### src/rtl/kaa_pkg.sv
// Shared types and constants of the k-means assignment and update block.
// Used by the interfaces, the controller, the datapath and the top level.
package kaa_pkg;

  localparam int MAX_CLUSTERS = 256;
  localparam int MAX_DIMS     = 256;
  localparam int CL_W         = $clog2(MAX_CLUSTERS);
  localparam int DM_W         = $clog2(MAX_DIMS);
  localparam int CA_W         = CL_W + DM_W;
  localparam int CENT_DEPTH   = MAX_CLUSTERS * MAX_DIMS;
  localparam int CFG_W        = 9;
  localparam int SUM_W        = 24;
  localparam int CNT_W        = 16;
  localparam int DIST_W       = 24;

  localparam logic [CFG_W-1:0] NC_RESET = CFG_W'(MAX_CLUSTERS);
  localparam logic [CFG_W-1:0] ND_RESET = 9'd196;
  localparam logic [CNT_W-1:0] CNT_MAX  = '1;

  // Configuration register indexes.
  localparam logic [1:0] CFG_CLUSTERS = 2'd0;
  localparam logic [1:0] CFG_DIMS     = 2'd1;
  localparam logic [1:0] CFG_ACCUM    = 2'd2;

  typedef enum logic [2:0] {
    OP_LOAD_CENT  = 3'd0,
    OP_LOAD_LABEL = 3'd1,
    OP_POINT      = 3'd2,
    OP_UPDATE     = 3'd3,
    OP_READ       = 3'd4
  } op_e;

  typedef enum logic [1:0] {
    KIND_ASSIGN = 2'd0,
    KIND_UPDATE = 2'd1,
    KIND_READ   = 2'd2
  } kind_e;

  typedef struct packed {
    logic [CL_W-1:0] c;
    logic [DM_W-1:0] d;
    logic [7:0]      value;
    kind_e           out_kind;
    logic            rd;
    logic            cent_ld;
    logic            lbl_ld;
    logic            pt_ld;
    logic            dist_clr;
    logic            dist_acc;
    logic            best_upd;
    logic            ovf_set;
    logic            sum_wr;
    logic            cnt_wr;
    logic            div_start;
    logic            cent_upd;
    logic            chg_clr;
    logic            rows_clr;
    logic            out_load;
  } cmd_t;

  typedef struct packed {
    logic [CL_W-1:0] best_c;
    logic            cnt_zero;
    logic            cnt_full;
    logic            div_done;
    logic            out_free;
  } sts_t;

endpackage

### src/rtl/kaa_if.sv
// Handshake channel interfaces of the k-means block: input items, result
// items and configuration writes. Depends on kaa_pkg for field widths.
interface kaa_in_if;
  logic       valid;
  logic       ready;
  logic [2:0] opcode;
  logic [7:0] cluster_index;
  logic [7:0] dim_index;
  logic [7:0] value;
  modport source (output valid, opcode, cluster_index, dim_index, value, input ready);
  modport sink   (input valid, opcode, cluster_index, dim_index, value, output ready);
endinterface


### src/rtl/kaa_ctrl.sv
// Controller: takes input items, keeps the point byte position and walks
// the cluster and coordinate loops by issuing datapath commands.
// Depends on kaa_pkg and kaa_if.
module kaa_ctrl (
  input  logic                       clk_i,
  input  logic                       rst_ni,
  kaa_in_if.sink                     in_i,
  input  logic [kaa_pkg::CFG_W-1:0]  nc_i,
  input  logic [kaa_pkg::CFG_W-1:0]  nd_i,
  input  logic                       acc_en_i,
  input  kaa_pkg::sts_t              sts_i,
  output kaa_pkg::cmd_t              cmd_o
);
  import kaa_pkg::*;

  typedef enum logic [3:0] {
    S_IDLE, S_DIST_RD, S_DIST_EX, S_DIST_CMP, S_ACC_CHK_RD, S_ACC_CHK,
    S_ACC_RD, S_ACC_EX, S_UPD_CNT_RD, S_UPD_CNT, S_UPD_RD, S_UPD_DIV,
    S_UPD_WAIT, S_PUT
  } state_e;

  state_e          state_q;
  logic [CL_W-1:0] c_q;
  logic [DM_W-1:0] d_q, pos_q;
  kind_e           kind_q;
  logic            accept, last_d, last_c, last_pt;

  assign in_i.ready = state_q == S_IDLE;
  assign accept     = in_i.valid && in_i.ready;
  assign last_d     = {1'b0, d_q} == nd_i - CFG_W'(1);
  assign last_c     = {1'b0, c_q} == nc_i - CFG_W'(1);
  // A byte completes the point once its position is the last one of the current length, or beyond it.
  assign last_pt    = {1'b0, pos_q} + CFG_W'(1) >= nd_i;

  always_comb begin
    cmd_o          = '0;
    cmd_o.c        = c_q;
    cmd_o.d        = d_q;
    cmd_o.value    = in_i.value;
    cmd_o.out_kind = kind_q;
    case (state_q)
      S_IDLE: begin
        if (accept) begin
          cmd_o.c = in_i.cluster_index;
          cmd_o.d = in_i.dim_index;
          case (op_e'(in_i.opcode))
            OP_LOAD_CENT:  cmd_o.cent_ld = 1'b1;
            OP_LOAD_LABEL: cmd_o.lbl_ld  = 1'b1;
            OP_POINT: begin
              cmd_o.d        = pos_q;
              cmd_o.pt_ld    = 1'b1;
              cmd_o.dist_clr = last_pt;
            end
            OP_UPDATE:     cmd_o.chg_clr = 1'b1;
            OP_READ:       cmd_o.rd      = 1'b1;
            default:       cmd_o.rd      = 1'b0;
          endcase
        end
      end
      S_DIST_RD, S_ACC_RD, S_UPD_CNT_RD, S_UPD_RD: cmd_o.rd = 1'b1;
      S_DIST_EX:  cmd_o.dist_acc = 1'b1;
      S_DIST_CMP: cmd_o.best_upd = 1'b1;
      S_ACC_CHK_RD: begin
        cmd_o.c  = sts_i.best_c;
        cmd_o.rd = 1'b1;
      end
      S_ACC_CHK: cmd_o.ovf_set = acc_en_i && sts_i.cnt_full;
      S_ACC_EX: begin
        cmd_o.sum_wr = 1'b1;
        cmd_o.cnt_wr = last_d;
      end
      S_UPD_DIV:  cmd_o.div_start = 1'b1;
      S_UPD_WAIT: cmd_o.cent_upd  = sts_i.div_done;
      S_PUT: begin
        cmd_o.out_load = sts_i.out_free;
        cmd_o.rows_clr = sts_i.out_free && kind_q == KIND_UPDATE;
      end
      default: cmd_o.rd = 1'b0;
    endcase
  end

  always_ff @(posedge clk_i or negedge rst_ni) begin
    if (!rst_ni) begin
      state_q <= S_IDLE;
      c_q     <= '0;
      d_q     <= '0;
      pos_q   <= '0;
      kind_q  <= KIND_ASSIGN;
    end else begin
      case (state_q)
        S_IDLE: begin
          if (accept) begin
            case (op_e'(in_i.opcode))
              OP_POINT: begin
                if (last_pt) begin
                  pos_q   <= '0;
                  c_q     <= '0;
                  d_q     <= '0;
                  state_q <= S_DIST_RD;
                end else begin
                  pos_q <= pos_q + DM_W'(1);
                end
              end
              OP_UPDATE: begin
                c_q     <= '0;
                d_q     <= '0;
                kind_q  <= KIND_UPDATE;
                state_q <= S_UPD_CNT_RD;
              end
              OP_READ: begin
                kind_q  <= KIND_READ;
                state_q <= S_PUT;
              end
              default: state_q <= S_IDLE;
            endcase
          end
        end
        S_DIST_RD: state_q <= S_DIST_EX;
        S_DIST_EX: begin
          if (last_d) begin
            state_q <= S_DIST_CMP;
          end else begin
            d_q     <= d_q + DM_W'(1);
            state_q <= S_DIST_RD;
          end
        end
        S_DIST_CMP: begin
          d_q <= '0;
          if (last_c) begin
            state_q <= S_ACC_CHK_RD;
          end else begin
            c_q     <= c_q + CL_W'(1);
            state_q <= S_DIST_RD;
          end
        end
        S_ACC_CHK_RD: begin
          c_q     <= sts_i.best_c;
          d_q     <= '0;
          state_q <= S_ACC_CHK;
        end
        S_ACC_CHK: begin
          kind_q  <= KIND_ASSIGN;
          state_q <= (!acc_en_i || sts_i.cnt_full) ? S_PUT : S_ACC_RD;
        end
        S_ACC_RD: state_q <= S_ACC_EX;
        S_ACC_EX: begin
          if (last_d) begin
            state_q <= S_PUT;
          end else begin
            d_q     <= d_q + DM_W'(1);
            state_q <= S_ACC_RD;
          end
        end
        S_UPD_CNT_RD: state_q <= S_UPD_CNT;
        S_UPD_CNT: begin
          d_q <= '0;
          if (!sts_i.cnt_zero) begin
            state_q <= S_UPD_RD;
          end else if (last_c) begin
            state_q <= S_PUT;
          end else begin
            c_q     <= c_q + CL_W'(1);
            state_q <= S_UPD_CNT_RD;
          end
        end
        S_UPD_RD:  state_q <= S_UPD_DIV;
        S_UPD_DIV: state_q <= S_UPD_WAIT;
        S_UPD_WAIT: begin
          if (sts_i.div_done) begin
            if (!last_d) begin
              d_q     <= d_q + DM_W'(1);
              state_q <= S_UPD_RD;
            end else if (last_c) begin
              state_q <= S_PUT;
            end else begin
              c_q     <= c_q + CL_W'(1);
              d_q     <= '0;
              state_q <= S_UPD_CNT_RD;
            end
          end
        end
        S_PUT: begin
          if (sts_i.out_free) state_q <= S_IDLE;
        end
        default: state_q <= S_IDLE;
      endcase
    end
  end
endmodule

### src/flat_wrapper.sv
// flat-port wrapper written by rule: the top's interface ports become plain ports
module kaa_ctrl_flat import kaa_pkg::*;
  (clk_i, rst_ni, nc_i, nd_i, acc_en_i, sts_i, cmd_o, in_i_valid, in_i_opcode, in_i_cluster_index, in_i_dim_index, in_i_value, in_i_ready);
  kaa_in_if in_i_i ();
  input  logic clk_i;
  input  logic rst_ni;
  input  logic [kaa_pkg::CFG_W-1:0] nc_i;
  input  logic [kaa_pkg::CFG_W-1:0] nd_i;
  input  logic acc_en_i;
  input  kaa_pkg::sts_t sts_i;
  output kaa_pkg::cmd_t cmd_o;
  input wire logic [$bits(in_i_i.valid)-1:0] in_i_valid;
  input wire logic [$bits(in_i_i.opcode)-1:0] in_i_opcode;
  input wire logic [$bits(in_i_i.cluster_index)-1:0] in_i_cluster_index;
  input wire logic [$bits(in_i_i.dim_index)-1:0] in_i_dim_index;
  input wire logic [$bits(in_i_i.value)-1:0] in_i_value;
  output wire logic [$bits(in_i_i.ready)-1:0] in_i_ready;
  assign in_i_i.valid = in_i_valid;
  assign in_i_i.opcode = in_i_opcode;
  assign in_i_i.cluster_index = in_i_cluster_index;
  assign in_i_i.dim_index = in_i_dim_index;
  assign in_i_i.value = in_i_value;
  assign in_i_ready = in_i_i.ready;
  kaa_ctrl u_core (.clk_i(clk_i), .rst_ni(rst_ni), .in_i(in_i_i), .nc_i(nc_i), .nd_i(nd_i), .acc_en_i(acc_en_i), .sts_i(sts_i), .cmd_o(cmd_o));
endmodule
### config.mk
export PLATFORM = sky130hd
export DESIGN_NAME = kaa_ctrl_flat
export DESIGN_NICKNAME = d
export VERILOG_FILES = /design/src/rtl/kaa_pkg.sv /design/src/rtl/kaa_if.sv /design/src/rtl/kaa_ctrl.sv /design/src/flat_wrapper.sv
export SDC_FILE = /design/constraint.sdc
export NUM_CORES = 1
export LEC_CHECK = 0
export BUFFER_PORTS_ARGS = -buffer_cell sky130_fd_sc_hd__buf_2
export CORE_ASPECT_RATIO = 1.4
export CORE_MARGIN = 3
export CORE_UTILIZATION = 43
export DETAILED_ROUTE_END_ITERATION = 12
export PLACE_DENSITY = 0.73
export SLEW_MARGIN = 15
export SYNTH_ARGS = -nofsm -noshare
export SYNTH_HDL_FRONTEND = slang
export SYNTH_SLANG_ARGS = --single-unit
### constraint.sdc
create_clock -name clk_i -period 3.1 [get_ports clk_i]
set_input_delay 0.62 -clock clk_i [delete_from_list [all_inputs] [get_ports clk_i]]
set_output_delay 0.62 -clock clk_i [all_outputs]
set_load 0.02 [all_outputs]
==> results of run 1 <==
-- cell usage in the layout (no fill, tap or decap), drive strengths merged, types with 2 or more instances in the layout --
| cell | Yosys | routed |
|---|---|---|
| a211o | 4 | 4 |
| a21o | 4 | 4 |
| a21oi | 21 | 21 |
| a22oi | 10 | 10 |
| a311o | 2 | 2 |
| a31oi | 6 | 6 |
| and2 | 4 | 4 |
| and3 | 6 | 6 |
| buf | 14 | 123 |
| clkbuf | 21 | 6 |
| dfrtp | 30 | 30 |
| ha | 14 | 14 |
| inv | 24 | 24 |
| mux2 | 2 | 2 |
| mux2i | 11 | 11 |
| nand2 | 55 | 55 |
| nand2b | 14 | 14 |
| nand3 | 32 | 32 |
| nand3b | 4 | 4 |
| nand4 | 6 | 6 |
| nand4b | 2 | 2 |
| nor2 | 44 | 44 |
| nor2b | 10 | 10 |
| nor3 | 17 | 17 |
| nor3b | 2 | 2 |
| nor4 | 7 | 7 |
| o211ai | 8 | 8 |
| o21ai | 30 | 30 |
| o221ai | 5 | 5 |
| o31a | 6 | 6 |
| o31ai | 7 | 7 |
| or2 | 6 | 6 |
| or3 | 5 | 5 |
| xnor2 | 14 | 14 |
| xor2 | 9 | 9 |
-- sequential cells by signal, indices dropped and copies added, names as in the netlist --
| name | flops |
|---|---|
| u_core.d_q | 8 |
| u_core.state_q | 4 |
| u_core.pos_q | 8 |
| u_core.c_q | 8 |
| u_core.kind_q | 2 |
-- cell families (layout without fill, tap and decap cells) --
group	count (synthesis)	after routing	share of synthesized area, %
xor gates and xnor gates	23	23	5.895
and+or+nand+nor	219	219	32.48
AOI/OAI and AO/OA	117	117	22.96
muxes	13	13	4.101
buffers and inverters	59	155	7.470
adders and majority gates	14	14	5.126
DFF	30	30	21.97
-- stage by stage --
stage	instance area, um^2	hold slack (ps)	util, %
2_1_floorplan	3427	324.4	-
3_3_place_gp	4039	509.6	53.52
3_5_place_dp	4039	536.1	53.52
4_1_cts	4188	400.5	55.50
5_1_grt	4268	434.4	56.56
6_report	4268	383.1	56.56
-- synth_stat cells (all sizes together), types with 7 or more instances --
cell,count
nand2,55
nor2,44
xnor2,14
buf,14
ha,14
a21oi,21
nor2b,10
nand2b,14
xor2,9
mux2i,11
o31ai,7
o21ai,30
dfrtp,30
a22oi,10
clkbuf,21
nor3,17
o211ai,8
nor4,7
inv,24
nand3,32
-- power groups by stage --
stage	clock network (mW)	registers (mW)	logic, mW
2_1_floorplan	0	0.579	1.24
3_5_place_dp	0	0.707	1.61
5_1_grt	0.370	0.736	1.84
3_3_place_gp	0	0.706	1.58
4_1_cts	0.356	0.702	1.64
6_report	0.349	0.714	1.66
-- final cells by class --
type | instances | area, um^2 | share of cell area (%)
clock buffers | 6 | 82.58 | 1.935
clock inverters | 2 | 12.51 | 0.2932
inverters | 24 | 90.09 | 2.111
multi-input cells | 386 | 2496 | 58.49
flip-flops and latches | 30 | 750.7 | 17.59
well taps | 97 | 121.4 | 2.844
repair buffers | 123 | 714.4 | 16.74
-- layer usage --
layer / vias to the layer above / global-route usage, % / part of all wire [%]
li1: 1897 / - / -
met1: 1850 / 27.24 / 38
met2: 136 / 43.58 / 53
met3: 27 / 2.832 / 5.7
met4: 0 / 10.15 / 3.3
met5: - / 0 / 0
-- worst paths after layout --
kind / start / endpoint / depth (start not counted)
setup / recovery: u_core.pos_q[0] / cmd_o[10] / 11
hold / removal: rst_ni / u_core.kind_q[0] / 1
setup reg to reg: u_core.pos_q[0] / u_core.c_q[1] / 11
hold reg to reg: u_core.kind_q[0] / u_core.kind_q[0] / 1
max in group asynchronous: rst_ni / u_core.pos_q[6] / 1
min in group clk_i: u_core.kind_q[0] / u_core.kind_q[0] / 1
-- repair_timing --
item	CTS	global route
endpoints found under the hold margin	0	0
resized for setup	5	12
endpoints found under the setup margin	7	11
hold buffers	0	0
buffers inserted	5	2
pin swaps	6	8
==> results.json, run 1 <==
{
  "status": "finished clean",
  "power_frac_comb_pct": 61.0,
  "cpMostUsedCell": "and3_4",
  "path_buf_inv": 1,
  "min_period_ps": 3063,
  "p_int_mw": 1.348,
  "gp_congestion": 0.9211,
  "crit_path_end_kind": "output pin",
  "syn_nets": 550,
  "r2r_slack_ps": 150,
  "cts_sinks": 30,
  "synth_top_area_cell": "dfrtp_1",
  "wire_per_inst_um": 16.05,
  "dpl_worst_slack_ps": -39.28,
  "p_per_area_nw_per_um2": 638.1,
  "period_share_pct": 98.80,
  "synth_top_area_share_pct": 21.97,
  "boundaryPins": 103,
  "num-nets-final": 645,
  "synthCells": 475,
  "fin_cells": 668,
  "drive_gt1_share_pct": 28.02,
  "path_delay_family": "simple AND/OR/NAND/NOR gates",
  "cts_buffers": 5,
  "clock_latency_ps": 290,
  "hold_viol_final": 0,
  "io_buffers": 86,
  "die_w_um": 81.34,
  "diodes": 0,
  "cts_tree": "built",
  "tightest_slew_ps": 726.2,
  "synth_area_leaders": "dfrtp_1 22%, nand2_1 6.0%, ha_1 5.1%, nor2_1 4.8%, nand3_1 4.7%",
  "path_cells": "and3_4 -> and3_4 -> and3_4 -> xor2_2 -> ha_1 -> a21o_1 -> a21oi_2 -> o21ai_2 -> nor2_2 -> nor2_2 -> buf_6",
  "slew_violations": 0,
  "dp.cells": 653,
  "ys_async_sr_fraction_pct": 100.0,
  "rows": 37,
  "grt_max_degree": 31,
  "clkPwrFrac_pct": 12.8,
  "dieArea_um2": 9067,
  "synth_warnings": 0,
  "synth.cell_area_um2": 3417,
  "max_freq_ghz": 0.3265,
  "hp-class": "in -> async",
  "rsz0062_at_grt": "true",
  "cts_buffer_depth": 2,
  "crit_fanout": 3,
  "finClkSkew_ps": 2.768,
  "p_sw_share_pct": 50.50,
  "fillCellCount": 727,
  "wirelength_um": 10720,
  "p_total_mw": 2.723,
  "slowest_stage": "dfrtp_1",
  "synth-edff-count": 0,
  "area_delta_synth_final_pct": 24.90,
  "synth.avg_cell_area_um2": 7.194,
  "critPathLaunchType": "flop",
  "drc": 0,
  "synth_ff_type": "dfrtp_1",
  "fp.coreArea_um2": 7546,
  "setup_viol": 0,
  "critPathArrivalTime_ps": 2440,
  "grt_pass1_wl_um": 17590,
  "dieHeight_um": 111.5,
  "max_slew_margin_pct": 51.59,
  "final.setup.tns_ps": 0,
  "path_clk_slew_ps": 70,
  "grt_overflow": 0,
  "synth_seq_cells": 30,
  "vdd_drop_max_mv": 0.3227,
  "ctsRootBufferMaster": "clkbuf_8",
  "cap_violations": 0,
  "num_vias": 3910,
  "crit_type": "reg -> out",
  "viasPerCell": 5.853,
  "cp_data_required_time_ps": 2480,
  "critical-path-max-stage-delay_ps": 390,
  "ys_seq_area_share_pct": 21.97,
  "cts_max_level": 2,
  "grt_usage_pct": 23.98,
  "grt_pass1_vias": 3883,
  "p_seq_share_pct": 26.2,
  "start_util_pct": 45.28,
  "p_leak_nw": 2.041,
  "postRouteAntennaNets": 0,
  "dr.first_iter.drc_count": 236,
  "worst_slack_ps": 37.23,
  "antenna_found_initial": 0,
  "dp.final_hpwl_um": 8173,
  "ys_types": 60,
  "drt_pass1_iterations": 5,
  "p_switching_mw": 1.375
}
Power figures use the tool's default switching activity.
==> run 2: changes to the inputs <==
==> constraint.sdc (replaced) <==
create_clock -name clk_i -period 3.1 [get_ports clk_i]
set_input_delay 0.155 -clock clk_i [delete_from_list [all_inputs] [get_ports clk_i]]
set_output_delay 0.155 -clock clk_i [all_outputs]
set_load 0.02 [all_outputs]
==> results.json, run 2 (same netlist as run 1, synthesis figures left out) <==
{
  "seqCellArea_um2": 750.7,
  "path_clk_slew_ps": 70,
  "antenna_found_initial": 0,
  "fp.coreArea_um2": 7546,
  "wire_per_inst_um": 16.30,
  "crit_type": "reg -> reg",
  "multi_input_area_um2": 2509,
  "viasPerCell": 5.899,
  "boundaryPins": 103,
  "rsz0062_at_grt": "true",
  "postLayoutCoreUtil_pct": 55.41,
  "postRouteAntennaNets": 0,
  "diodes": 0,
  "grt_max_degree": 31,
  "max_freq_ghz": 0.3239,
  "dp.final_hpwl_um": 8210,
  "dr.first_iter.drc_count": 251,
  "drt_pass1_iterations": 5,
  "cts_buffers": 5,
  "critPathArrivalTime_ps": 3260,
  "cts_buffer_depth": 2,
  "drive_gt1_share_pct": 25.36,
  "met1Wirelength_um": 4154,
  "die_w_um": 81.34,
  "rows": 37,
  "hold_viol_final": 0,
  "cts_sinks": 30,
  "holdWs_ps": 214.3,
  "grt_pass1_wl_um": 17090,
  "dp.cells": 640,
  "num-nets-final": 630,
  "grt_usage_pct": 23.21,
  "dieArea_um2": 9067,
  "hp-class": "in -> reg",
  "min_period_ps": 3088,
  "tightest_slew_ps": 719.9,
  "num_vias": 3852,
  "cts_max_level": 2,
  "wl_met3_um": 636,
  "dieHeight_um": 111.5,
  "final_cell_mix": "86 x buf_2, 55 x nand2_1, 42 x nor2_1",
  "cap_violations": 0,
  "max_slew_margin_pct": 51.83,
  "final_common_cell": "buf_2",
  "p_per_area_nw_per_um2": 658.8,
  "worst_slack_ps": 12.44,
  "dpl_worst_slack_ps": -77.09,
  "start_util_pct": 45.28,
  "wirelength_um": 10640,
  "reg.largest.list": "u_core.c_q: 8 flops, u_core.d_q: 8 flops, u_core.pos_q: 8 flops",
  "cp_data_required_time_ps": 3270,
  "grt_overflow": 0,
  "area_delta_synth_final_pct": 22.37,
  "fillCellCount": 723,
  "critPathLaunchType": "flop",
  "wl_met2_um": 5519,
  "io_buffers": 86,
  "clock_latency_ps": 280,
  "ctsRootBufferMaster": "clkbuf_8",
  "crit_fanout": 5,
  "fin_cells": 653,
  "status": "finished clean",
  "cts_tree": "built",
  "slew_violations": 0,
  "period_share_pct": 99.60,
  "setup_viol": 0,
  "p_leak_nw": 1.963,
  "vdd_drop_max_mv": 0.2961,
  "crit_path_end_kind": "flop",
  "top_layer": "met4",
  "grt_pass1_vias": 3704,
  "gp_congestion": 0.8863,
  "finClkSkew_ps": 1.854,
  "drc": 0
}
==> run 2: layout make-up <==
cell class	count	share of cell area (%)
flip-flops and latches	30	17.95
clock inverters	3	0.9575
well taps	97	2.902
inverters	24	2.154
clock buffers	5	1.646
multi-input cells	386	59.99
repair buffers	108	14.39
==> run 2: worst max-delay path, cell delays in order, from the launching register on <==
cell and delay, ps:
dfrtp_1 420, and3_4 170, and3_4 180, and3_4 180, xor2_2 150, ha_1 350
buf_4 130, a21o_1 110, a21oi_2 60, o21ai_4 80, o31ai_4 100, a211o_1 330
or3_4 420, mux2_4 310
==> run 2: what timing repair did <==
| item | 4_1_cts | 5_1_grt |
|---|---|---|
| gates resized for setup | 1 | 16 |
| pin swaps | 1 | 13 |
| hold endpoints to repair | 30 | 0 |
| endpoints found under the setup margin | 8 | 16 |
| hold buffers | 1 | 0 |
| buffers inserted | 0 | 4 |
==> run 2: path summary, 6_finish.rpt <==
path / startpoint / to / slack, ps / depth (start not counted)
worst max-delay path: u_core.pos_q[0] / u_core.c_q[0] / 10 / 13
worst min-delay path: sts_i[5] / u_core.c_q[1] / 210 / 4
min in group asynchronous: rst_ni / u_core.kind_q[1] / 470 / 2
max in group asynchronous: rst_ni / u_core.c_q[0] / 2170 / 2
worst min register to register: u_core.kind_q[0] / u_core.kind_q[0] / 560 / 1
worst max register to register: u_core.pos_q[0] / u_core.c_q[0] / 10 / 13
==> run 2: power breakdown <==
| group | total (mW) | internal [mW] | switching, mW |
|---|---|---|---|
| clock | 0.398 | 0.236 | 0.161 |
| combinational | 1.67 | 0.664 | 1.00 |
| sequential | 0.692 | 0.489 | 0.203 |
==> run 2: metrics by stage <==
stage / setup TNS (ps) / cell area (um^2) / power, mW
2_1_floorplan: 0 / 3422 / 1.813
3_5_place_dp: -513.6 / 3936 / 2.308
5_1_grt: -789.6 / 4182 / 2.969
6_report: 0 / 4182 / 2.755
4_1_cts: 0 / 4060 / 2.726
3_3_place_gp: 0 / 3936 / 2.273
==> run 2: per-layer routing <==
| metal | vias up | track usage (%) |
|---|---|---|
| met5 | - | 0 |
| met4 | 0 | 9.808 |
| met3 | 25 | 2.832 |
| met2 | 139 | 41.57 |
| met1 | 1821 | 26.89 |
| li1 | 1867 | - |
==> run 3: changes to the inputs <==
- ABC_AREA: default -> 1
==> results.json, run 3 <==
{
  "status": "finished clean",
  "postRouteAntennaNets": 0,
  "die_w_um": 82.26,
  "synth.cell_area_um2": 3501,
  "path_cells": "ha_1 -> nand3_1 -> nor2_1 -> nand2_1 -> xor2_1 -> inv_1 -> ha_1 -> nand2_1 -> nor2_1 -> nand2_1 -> a21oi_1 -> nor2_1 -> nand2_1 -> inv_1 -> nor3_2 -> buf_2",
  "reg.largest.list": "u_core.c_q: 8 flops, u_core.d_q: 8 flops, u_core.pos_q: 8 flops",
  "r2r_slack_ps": 280,
  "dieArea_um2": 9276,
  "p_leak_nw": 2.313,
  "wirelength_um": 10060,
  "boundaryPins": 103,
  "worst_slack_ps": 228.9,
  "crit_fanout": 5,
  "crit_type": "reg -> out",
  "grt_max_degree": 31,
  "dp.final_hpwl_um": 8283,
  "critical-path-max-stage-delay_ps": 380,
  "seqCellArea_um2": 750.7,
  "antenna_found_initial": 0,
  "path_buf_inv": 3,
  "dpl_worst_slack_ps": 226.0,
  "synthCells": 573,
  "cts_tree": "built",
  "slowest_stage": "dfrtp_1",
  "hold_viol_final": 0,
  "synth_warnings": 0,
  "place_area_um2": 3979,
  "final.setup.tns_ps": 0,
  "synth_area_leaders": "dfrtp_1 21%, nand2_1 17%, inv_1 9.8%, nand3_1 7.3%, nor2_1 6.0%",
  "hold_depth": 4,
  "cts_buffers": 5,
  "area_delta_synth_final_pct": 18.62,
  "ctsRootBufferMaster": "clkbuf_8",
  "ys_seq_area_share_pct": 21.44,
  "timing.rr.start": "u_core.pos_q[0]",
  "cap_violations": 0,
  "cp_data_required_time_ps": 2940,
  "drc": 0,
  "dr.first_iter.drc_count": 198,
  "synth_top_area_cell": "dfrtp_1",
  "reg2regPathDepth": 20,
  "synth_common_cells": "161 x nand2_1, 91 x inv_1, 56 x nor2_1, 51 x nand3_1, 31 x o21ai_0",
  "hold_start": "sts_i[0]",
  "viasPerCell": 5.126,
  "finClkSkew_ps": 10.99,
  "io_buffers": 86,
  "max_freq_ghz": 0.3483,
  "num_vias": 3906,
  "ys_types": 41,
  "min_period_ps": 2871,
  "p_per_area_nw_per_um2": 725.3,
  "synth_top_area_share_pct": 21.44,
  "num-nets-final": 736,
  "drt_pass1_iterations": 4,
  "slew_violations": 0,
  "grt_usage_pct": 22.43,
  "grt_pass1_vias": 3723,
  "hp-class": "in -> reg",
  "syn_nets": 648,
  "cts_sinks": 30,
  "multi_input_area_um2": 2297,
  "tightest_slew_ps": 791.4,
  "cts_max_level": 2,
  "r2r-end": "u_core.d_q[6]",
  "clock_latency_ps": 290,
  "vdd_drop_max_mv": 0.2999,
  "setup_viol": 0,
  "synth_ff_type": "dfrtp_1",
  "grt_pass1_wl_um": 16510,
  "period_share_pct": 92.62,
  "critPathArrivalTime_ps": 2720,
  "synth_most_common_cell": "nand2_1",
  "final_area_um2": 4153,
  "fillCellCount": 796,
  "ys_async_sr_fraction_pct": 100.0,
  "fp.coreArea_um2": 7845,
  "grt_overflow": 0,
  "max_slew_margin_pct": 47.04,
  "dieHeight_um": 112.8,
  "final_common_cell": "nand2_1",
  "synth-edff-count": 0,
  "synth_seq_cells": 30,
  "gp_congestion": 0.9509,
  "p_total_mw": 3.012,
  "path_delay_family": "simple AND/OR/NAND/NOR gates",
  "cpMostUsedCell": "nand2_1",
  "cts_buffer_depth": 2,
  "start_util_pct": 44.63,
  "crit_path_end_kind": "output pin",
  "rows": 38,
  "path_clk_slew_ps": 70,
  "final_cell_mix": "161 x nand2_1, 91 x inv_1, 86 x buf_2",
  "critPathLaunchType": "flop",
  "wire_per_inst_um": 13.20,
  "synth.avg_cell_area_um2": 6.110,
  "min_to": "u_core.state_q[0]",
  "drive_gt1_share_pct": 22.96,
  "diodes": 0
}
==> run 3: cell count changes in the layout (fill, tap and decap cells not counted), sizes merged, moves of 10 or more <==
cell,change
nand2b,-13
inv,+74
mux2i,-11
xnor2,-12
nor2,+26
o21ai,+11
nand3,+22
buf,-13
nor2b,-10
nand2,+116
==> run 3: area by class of cell <==
cell class                 instances  share of cell area [%]
tap                              100                   3.013
inverter                          98                   8.918
clock inverter                     3                  0.9641
sequential                        30                   18.08
timing repair buffer              95                   12.05
clock buffer                       5                   1.657
multi-input combinational        431                   55.32
==> run 3: kinds of logic (layout without fill, tap and decap cells) <==
family                     Yosys count  in the layout  share of synthesized area [%]
xor gates and xnor gates            18             18                          4.718
and+or+nand+nor                    316            316                          40.92
buffers and inverters              112            201                          13.22
AOI/OAI and AO/OA                   83             83                          14.69
DFF                                 30             30                          21.44
adders and majority gates           14             14                          5.004
==> run 3: report_power, final <==
part           internal, mW  leakage (nW)  switching [mW]  total [mW]
logic                 0.675          1.86            1.25        1.92
clock network         0.236        0.0579           0.161       0.397
registers             0.525         0.395           0.166       0.691
total                  1.44          2.31            1.58        3.01
==> run 3: worst max-delay path by stage <==
stage	from	to	slack [ps]	cells after the start
after floorplan	u_core.pos_q[2]	u_core.d_q[1]	420	20
after global placement	u_core.pos_q[0]	u_core.d_q[7]	330	20
after detailed placement	u_core.pos_q[0]	u_core.d_q[1]	230	20
after CTS	u_core.pos_q[0]	cmd_o[10]	170	16
after global routing	u_core.pos_q[2]	u_core.d_q[4]	-50	20
final	u_core.pos_q[0]	cmd_o[10]	230	16
==> run 3: routing by layer <==
metal  share of wire [%]  vias up  routed length, um  track usage, %
li1                    -     1997                  -               -
met1                  41     1754               4082           25.99
met2                  51      130               5123           40.10
met3                 5.2       25                521           2.866
met4                 3.3        0                335           9.424
met5                   0        -                  0               0
==> run 3: per-stage QoR <==
step | hold slack, ps | utilization (%) | instances
detailed placement | 242.0 | 50.72 | 747
global placement | 236.2 | 50.72 | 747
CTS | 168.0 | 52.23 | 756
global route | 200.9 | 52.93 | 762
finish | 176.6 | 52.93 | 762
floorplan | -140.6 | - | 573
==> run 3: worst register-to-register path, cell delays in order (launching register included) <==
cell and delay [ps]:
dfrtp_1 380, ha_1 190, nand3_1 130, nor2_1 110, nand2_1 80, xor2_1 210, inv_1 70, ha_1 320
nand2_1 60, nor2_1 110, nand2_1 80, a21oi_1 140, nor2_1 80, nand3_1 90, nand2_1 70, nor2_1 100
nand2_1 90, nor2_4 170, buf_4 160, nand2_1 50, nand2_1 60
==> run 3: timing repair <==
action / CTS / global route
hold buffers: 1 / 0
buffers inserted: 0 / 6
endpoints found under the hold margin: 30 / 0
setup endpoints to repair: 0 / 9
gates resized for setup: 0 / 2
